--- src/hw/rtl/asd_pkg.sv ---
// ----------------------------------------------------------------------------
// asd_pkg
// shared types and constants for the attribute shadow with dirty flush
// ----------------------------------------------------------------------------
package asd_pkg;

  localparam int unsigned TableBytes = 64;
  localparam int unsigned OffW       = $clog2(TableBytes);
  localparam int unsigned VAddrW     = 14;
  localparam int unsigned ByteW      = 8;
  localparam int unsigned ColorW     = 2;
  localparam int unsigned ApbDataW   = 32;
  localparam int unsigned ApbAddrW   = 3;

  localparam logic [VAddrW-1:0] ResetBase = 14'h23C0;

  // register index taken from paddr[2]
  localparam logic [0:0] RegBaseAddress = 1'b0;

  typedef enum logic [1:0] {
    KindSet   = 2'd0,
    KindFlush = 2'd1,
    KindFill  = 2'd2
  } kind_e;

  typedef struct packed {
    logic            en;
    logic [OffW-1:0] addr;
  } mem_rd_t;

  typedef struct packed {
    logic             en;
    logic [OffW-1:0]  addr;
    logic [ByteW-1:0] data;
  } mem_wr_t;

  typedef struct packed {
    logic              en;
    logic [ColorW-1:0] color;
  } mem_fill_t;

endpackage

--- src/hw/rtl/asd_shadow.sv ---
// ----------------------------------------------------------------------------
// asd_shadow
// shadow byte memory with written-since-fill flags and fill colour
// ----------------------------------------------------------------------------
module asd_shadow import asd_pkg::*; (
  input  logic             clk_i,
  input  logic             rst_ni,
  input  mem_rd_t          rd_i,
  input  mem_wr_t          wr_i,
  input  mem_fill_t        fill_i,
  output logic [ByteW-1:0] rd_data_o
);

  logic [ByteW-1:0]      mem_q [TableBytes];
  logic [ByteW-1:0]      rd_raw_q;
  logic                  rd_written_q;
  logic [TableBytes-1:0] written_q;
  logic [ColorW-1:0]     fill_col_q;

  always_ff @(posedge clk_i) begin
    if (wr_i.en) begin
      mem_q[wr_i.addr] <= wr_i.data;
    end
    if (rd_i.en) begin
      rd_raw_q <= mem_q[rd_i.addr];
    end
  end

  always_ff @(posedge clk_i or negedge rst_ni) begin
    if (!rst_ni) begin
      written_q    <= '0;
      rd_written_q <= 1'b0;
      fill_col_q   <= '0;
    end else begin
      if (rd_i.en) begin
        rd_written_q <= written_q[rd_i.addr];
      end
      if (fill_i.en) begin
        written_q  <= '0;
        fill_col_q <= fill_i.color;
      end else if (wr_i.en) begin
        written_q[wr_i.addr] <= 1'b1;
      end
    end
  end

  // an entry untouched since the last fill reads as the fill pattern
  assign rd_data_o = rd_written_q ? rd_raw_q : {(ByteW/ColorW){fill_col_q}};

endmodule

--- src/hw/rtl/attribute_shadow_dirty_flush_top.sv ---
// ----------------------------------------------------------------------------
// attribute_shadow_dirty_flush_top
// attribute table shadow: set, fill and dirty-byte flush with video addresses
// ----------------------------------------------------------------------------
// set: memory read, then merge and write back; fill: applied when accepted
// flush: scans one byte offset per cycle from 0 up to the last dirty byte,
//   one beat per dirty byte, read from the shadow and then registered on the
//   output; output stalls hold the scan, bounded by the single memory read port
// reset clears dirty bits, shadow (reads as zero) and sets base to 0x23C0
// ----------------------------------------------------------------------------
module attribute_shadow_dirty_flush_top import asd_pkg::*; (
  input  logic                clk_i,
  input  logic                rst_ni,
  input  logic                psel,
  input  logic                penable,
  input  logic                pwrite,
  input  logic [ApbAddrW-1:0] paddr,
  input  logic [ApbDataW-1:0] pwdata,
  output logic [ApbDataW-1:0] prdata,
  output logic                pready,
  input  logic                in_valid_i,
  output logic                in_stall_o,
  input  logic [1:0]          kind_i,
  input  logic [ColorW-1:0]   color_i,
  input  logic [4:0]          tile_x_i,
  input  logic [4:0]          tile_y_i,
  output logic                out_valid_o,
  input  logic                out_stall_i,
  output logic [VAddrW-1:0]   vram_address_o,
  output logic [ByteW-1:0]    byte_value_o,
  output logic                run_start_o,
  output logic                last_o
);

  typedef enum logic [2:0] {
    StIdle  = 3'b001,
    StSetWr = 3'b010,
    StFlush = 3'b100
  } state_e;

  state_e state_q, state_d;

  logic [VAddrW-1:0]     base_q;
  logic [TableBytes-1:0] dirty_q;
  logic [OffW-1:0]       set_off_q;
  logic [1:0]            set_quad_q;
  logic [ColorW-1:0]     set_col_q;
  logic [OffW-1:0]       ptr_q;
  logic                  prev_q;
  logic                  rd_v_q;
  logic [VAddrW-1:0]     m_addr_q;
  logic                  m_start_q;
  logic                  m_last_q;
  logic                  out_v_q;
  logic [VAddrW-1:0]     out_addr_q;
  logic [ByteW-1:0]      out_byte_q;
  logic                  out_start_q;
  logic                  out_last_q;

  logic             in_acc;
  logic             cfg_wr;
  logic [OffW-1:0]  in_off;
  logic             out_free;
  logic             rd_move;
  logic             cur_dirty;
  logic             any_other;
  logic             scan;
  logic             issue;
  logic             advance;
  logic [ByteW-1:0] rd_data;
  logic [ByteW-1:0] merged;
  mem_rd_t          mem_rd;
  mem_wr_t          mem_wr;
  mem_fill_t        mem_fill;

  // configuration port
  assign pready = 1'b1;
  assign cfg_wr = psel & penable & pwrite & pready;
  assign prdata = (paddr[2] == RegBaseAddress) ?
                  {{(ApbDataW-VAddrW){1'b0}}, base_q} : '0;

  always_ff @(posedge clk_i or negedge rst_ni) begin
    if (!rst_ni) begin
      base_q <= ResetBase;
    end else if (cfg_wr && paddr[2] == RegBaseAddress) begin
      base_q <= pwdata[VAddrW-1:0];
    end
  end

  assign in_stall_o = (state_q != StIdle);
  assign in_acc     = in_valid_i & ~in_stall_o;
  assign in_off     = {tile_y_i[4:2], tile_x_i[4:2]};

  assign out_free  = ~out_v_q | ~out_stall_i;
  assign rd_move   = rd_v_q & out_free;
  assign cur_dirty = dirty_q[ptr_q];
  // bytes below the pointer are already clean, so this says whether more follow
  assign any_other = |(dirty_q & ~({{(TableBytes-1){1'b0}}, 1'b1} << ptr_q));
  assign scan      = (state_q == StFlush) && (dirty_q != '0);
  assign issue     = scan & cur_dirty & (~rd_v_q | out_free);
  assign advance   = scan & (~cur_dirty | issue);

  assign mem_rd.en      = (in_acc && kind_i == KindSet) || issue;
  assign mem_rd.addr    = issue ? ptr_q : in_off;
  assign mem_wr.en      = (state_q == StSetWr);
  assign mem_wr.addr    = set_off_q;
  assign mem_wr.data    = merged;
  assign mem_fill.en    = in_acc && kind_i == KindFill;
  assign mem_fill.color = color_i;

  always_comb begin
    merged = rd_data;
    merged[{set_quad_q, 1'b0} +: ColorW] = set_col_q;
  end

  asd_shadow u_shadow (
    .clk_i     (clk_i),
    .rst_ni    (rst_ni),
    .rd_i      (mem_rd),
    .wr_i      (mem_wr),
    .fill_i    (mem_fill),
    .rd_data_o (rd_data)
  );

  always_comb begin
    state_d = state_q;
    case (state_q)
      StIdle: begin
        if (in_acc && kind_i == KindSet) begin
          state_d = StSetWr;
        end else if (in_acc && kind_i == KindFlush) begin
          state_d = StFlush;
        end
      end
      StSetWr: state_d = StIdle;
      StFlush: begin
        if (dirty_q == '0 && !rd_v_q) begin
          state_d = StIdle;
        end
      end
      default: state_d = StIdle;
    endcase
  end

  always_ff @(posedge clk_i or negedge rst_ni) begin
    if (!rst_ni) begin
      state_q <= StIdle;
      dirty_q <= '0;
      ptr_q   <= '0;
      prev_q  <= 1'b0;
      rd_v_q  <= 1'b0;
      out_v_q <= 1'b0;
    end else begin
      state_q <= state_d;
      if (mem_fill.en) begin
        dirty_q <= '0;
      end else begin
        if (state_q == StSetWr) begin
          dirty_q[set_off_q] <= 1'b1;
        end
        if (issue) begin
          dirty_q[ptr_q] <= 1'b0;
        end
      end
      if (in_acc && kind_i == KindFlush) begin
        ptr_q  <= '0;
        prev_q <= 1'b0;
      end else if (advance) begin
        ptr_q  <= ptr_q + 1'b1;
        prev_q <= cur_dirty;
      end
      if (issue) begin
        rd_v_q <= 1'b1;
      end else if (rd_move) begin
        rd_v_q <= 1'b0;
      end
      if (rd_move) begin
        out_v_q <= 1'b1;
      end else if (!out_stall_i) begin
        out_v_q <= 1'b0;
      end
    end
  end

  always_ff @(posedge clk_i) begin
    if (in_acc && kind_i == KindSet) begin
      set_off_q  <= in_off;
      set_quad_q <= {tile_y_i[1], tile_x_i[1]};
      set_col_q  <= color_i;
    end
    if (issue) begin
      m_addr_q  <= base_q + VAddrW'(ptr_q);
      m_start_q <= ~prev_q;
      m_last_q  <= ~any_other;
    end
    if (rd_move) begin
      out_addr_q  <= m_addr_q;
      out_byte_q  <= rd_data;
      out_start_q <= m_start_q;
      out_last_q  <= m_last_q;
    end
  end

  assign out_valid_o    = out_v_q;
  assign vram_address_o = out_addr_q;
  assign byte_value_o   = out_byte_q;
  assign run_start_o    = out_start_q;
  assign last_o         = out_last_q;

  a_state_onehot: assert property (@(posedge clk_i) disable iff (!rst_ni)
    $onehot(state_q))
    else $error("state register not one-hot");

  a_rd_in_flush: assert property (@(posedge clk_i) disable iff (!rst_ni)
    rd_v_q |-> state_q == StFlush)
    else $error("flush read pending outside flush");

  a_fill_clears: assert property (@(posedge clk_i) disable iff (!rst_ni)
    (in_acc && kind_i == KindFill) |=> dirty_q == '0)
    else $error("fill left dirty bytes");

  a_set_one_wb: assert property (@(posedge clk_i) disable iff (!rst_ni)
    state_q == StSetWr |=> state_q == StIdle && dirty_q[$past(set_off_q)])
    else $error("set write-back did not mark byte dirty");

  a_flush_ends: assert property (@(posedge clk_i) disable iff (!rst_ni)
    (state_q == StFlush && dirty_q == '0 && !rd_v_q) |=> !in_stall_o)
    else $error("flush did not finish when clean");

endmodule

--- config.mk ---
export PLATFORM = sky130hd
export DESIGN_NAME = attribute_shadow_dirty_flush_top
export DESIGN_NICKNAME = d
export VERILOG_FILES = /design/src/hw/rtl/asd_pkg.sv /design/src/hw/rtl/asd_shadow.sv /design/src/hw/rtl/attribute_shadow_dirty_flush_top.sv
export SDC_FILE = /design/constraint.sdc
export NUM_CORES = 1
export LEC_CHECK = 0
export ABC_CLOCK_PERIOD_IN_PS = 13500
export CAP_MARGIN = 5
export CORE_UTILIZATION = 40
export CTS_BUF_LIST = sky130_fd_sc_hd__clkbuf_8
export DETAILED_ROUTE_END_ITERATION = 12
export DONT_BUFFER_PORTS = 1
export GPL_TIMING_DRIVEN = 1
export PLACE_DENSITY = 0.65
export SYNTH_ARGS = -nofsm -noshare
export SYNTH_HDL_FRONTEND = slang
export SYNTH_HIERARCHICAL = 1
export SYNTH_SLANG_ARGS = --single-unit
--- constraint.sdc ---
create_clock -name clk_i -period 13.5 [get_ports clk_i]
set_input_delay 2.025 -clock clk_i [delete_from_list [all_inputs] [get_ports clk_i]]
set_output_delay 2.025 -clock clk_i [all_outputs]
set_load 0.03 [all_outputs]
==> impl_metrics.toml <==
[setup_path]
end_kind = "flip-flop"
crit_required_ps = 13940
crit_type = "flip-flop to flip-flop"
r2r_start = "dirty_q[19]"
startpoint_type = "flip-flop"
cp-startpoint = "dirty_q[19]"
path_max_fanout = 68
crit_arrival_ps = 6920

[yosys]
syn-cell-area_um2 = 30900
ys_seq_area_share_pct = 68.1
synth_edf_count = 570
synth_common_cells = "edfxtp_1, nor2_1, mux4_2"
synth-seq-cells = 727
syn_avg_cell_area_um2 = 16.1
post_synth_num_cell_types = 72
netlist.top_cell.by_area = "edfxtp_1"
synth_ff_type = "edfxtp_1"
synth_top_cells_by_area = "edfxtp_1, mux4_2, dfrtp_1, nor2_1, a311oi_1"
async_flop_share_pct = 21.6
synth_most_common_cell = "edfxtp_1"
yosys.area.top_type_share_pct = 55.4
synthCells = 1924
yosysWarnings = 6

[cts]
numCtsBuffers = 114
clockBufferDepth = 3
cts_root_buf = "clkbuf_8"
cts_tree = "done"
htreeDepth = 3
cts.sinks = 727
postCtsHoldBufs = 0
cts_setup_buffers = 0
clkLatencyLatePin_ps = 740
cts.clk_slew.worst_paths_ps = 60
post_cts_resized = 0

[timing]
setup_tns_ps = 0
worstMarginPinSlew_ps = 1320
fmax_mhz = 154
rsz0062_at_grt = "false"
period_needed_ps = 6480
fin_crit_sh_pct = 48.0
slew_violations = 0
relSlewSlack_pct = 11.5
finalSetupViolations = 0
fin_skew_ps = 69.6
hold_viol = 0

[drt]
drt-vias-per-instance = 5.82
drt-total-wl_um = 78200
wl_per_cell_um = 25.4
vias = 17933
drtIter0Drc = 2060
ant_nets = 0
drc_errors = 0
drtPass1Iterations = 5

[final_layout]
multiInputGateArea_um2 = 9310
fin_nets = 2026
layoutNonFillerInstCount = 3082
area.sequential_um2 = 21100
drive_gt1_share_pct = 21.0
areaGrowthSynthToFinish_pct = 10.3
final_util_pct = 44.8
nFillCells = 6565

[floorplan]
core_area_um2 = 76200
dieArea_um2 = 78400
num_io_pins = 115
die_w_um = 280
initial_utilization_pct = 40.6
dieHeight_um = 280
fp-row-count = 101

[placement]
numPortBuffers = 0
gp_congestion = 0.911
hpwl_um = 49400
dp_cells = 2866

[global_route]
grt_remaining_overflow = 0
grt_pass1_wl_um = 117000
grt_usage_pct = 20.2
grt_util_met2_pct = 31.0
grt_antenna_before_repair = 1
grt.busiest_layer = "met2"
grt_max_degree = 158
use_met1_pct = 28.8
use_met3_pct = 3.98
grt_pass1_vias = 18058

[status]
status = "finished, final reports clean"

[pwr]
powerDensity_nw_per_um2 = 160
p_leak_nw = 11.8
vdd_drop_max_mv = 0.0951

[min_path]
holdCritPathClass = "flip-flop to flip-flop"
min-delay-start = "m_addr_q[11]"

[run]
drv_cap = 0
-- power breakdown --
| part | switching (mW) | internal [mW] | leakage (nW) | total (mW) |
|---|---|---|---|---|
| combinational | 0.635 | 0.274 | 3.24 | 0.909 |
| sequential | 0.100 | 2.72 | 7.31 | 2.82 |
| clock | 0.875 | 0.851 | 1.21 | 1.73 |
-- path summary, 6_finish.rpt --
path | end | slack, ps | depth (start not counted)
max | u_shadow/rd_raw_q[0] | 7020 | 12
min | vram_address_o[11] | 410 | 0
max reg2reg | u_shadow/rd_raw_q[0] | 7020 | 12
min reg2reg | vram_address_o[11] | 410 | 0
max in group asynchronous | u_shadow/written_q[61] | 12040 | 0
min in group asynchronous | dirty_q[61] | 1020 | 0
-- placed cells by master (no fill, tap or decap), types with 12 or more instances in the layout --
cell / instances
nor3_1: 20
nor2_1: 236
o21ai_0: 45
clkbuf_8: 116
and3_1: 12
clkinv_2: 26
clkinv_1: 39
a31oi_1: 20
nand3_1: 25
edfxtp_1: 570
nor4_1: 20
mux2i_1: 22
ha_1: 17
inv_1: 50
dfrtp_1: 151
mux2_2: 21
a22oi_1: 16
a311oi_1: 45
nor2b_1: 28
nand2_1: 90
a21oi_1: 56
buf_4: 28
conb_1: 19
nand4_1: 19
mux4_2: 176
-- per-stage QoR --
stage                     worst slack [ps]  instance area [um2]  hold slack [ps]  total power [mW]
after floorplan                       8590                31000              400              3.43
after global placement                7040                32000              400              3.73
after detailed placement              7100                32000              405              3.77
after CTS                             7060                34100              415              5.49
after global routing                  6820                34100              424              5.68
final                                 7020                34100              413              5.45
-- final cells by class --
type / instances / area share [%]
clock buffers: 116 / 4.68
flip-flops and latches: 727 / 61.7
clock inverters: 99 / 1.59
inverters: 26 / 0.290
diodes: 1 / 0.00733
well taps: 1030 / 3.78
repair buffers: 29 / 0.675
multi-input cells: 1054 / 27.3
-- layer usage --
metal  vias up  wire, um
met2       815     36200
met1      9366     33600
met4         0      1950
met5         -         0
li1       7608         -
met3       144      6460
-- cell families (layout without fill, tap and decap cells) --
group / count (synthesis) / count (layout) / share of synthesized area (%)
compound gates: 266 / 266 / 5.94
xor+xnor: 12 / 12 / 0.340
fa+ha+maj: 18 / 18 / 0.753
buf+inv: 160 / 270 / 2.56
flops: 727 / 727 / 68.1
mux: 224 / 224 / 14.5
other cells: 2 / 20 / 0.0243
simple gates: 515 / 515 / 7.78
-- worst max-delay path: stages, from the launching register on --
cell and delay, ps:
dfrtp_1 460, nor4_1 860, nand4_1 330, nor4_1 880
nor2_1 210, nand2_1 220, nor2_4 90, mux2_8 630
buf_4 880, mux4_2 440, mux4_2 560, a22oi_1 460
nand2_1 90
-- flip-flops by register name, indices dropped and copies added (netlist names), 2 cells and up --
| name | count |
|---|---|
| dirty_q | 64 |
| m_addr_q | 14 |
| vram_address_o | 14 |
| u_shadow/written_q | 64 |
| set_col_q | 2 |
| state_q | 3 |
| base_q | 14 |
| set_off_q | 6 |
| u_shadow/rd_raw_q | 8 |
| u_shadow/fill_col_q | 2 |
| set_quad_q | 2 |
| byte_value_o | 8 |
| u_shadow/mem_q | 512 |
| ptr_q | 6 |
No activity file was read; power rests on OpenSTA's default activity.
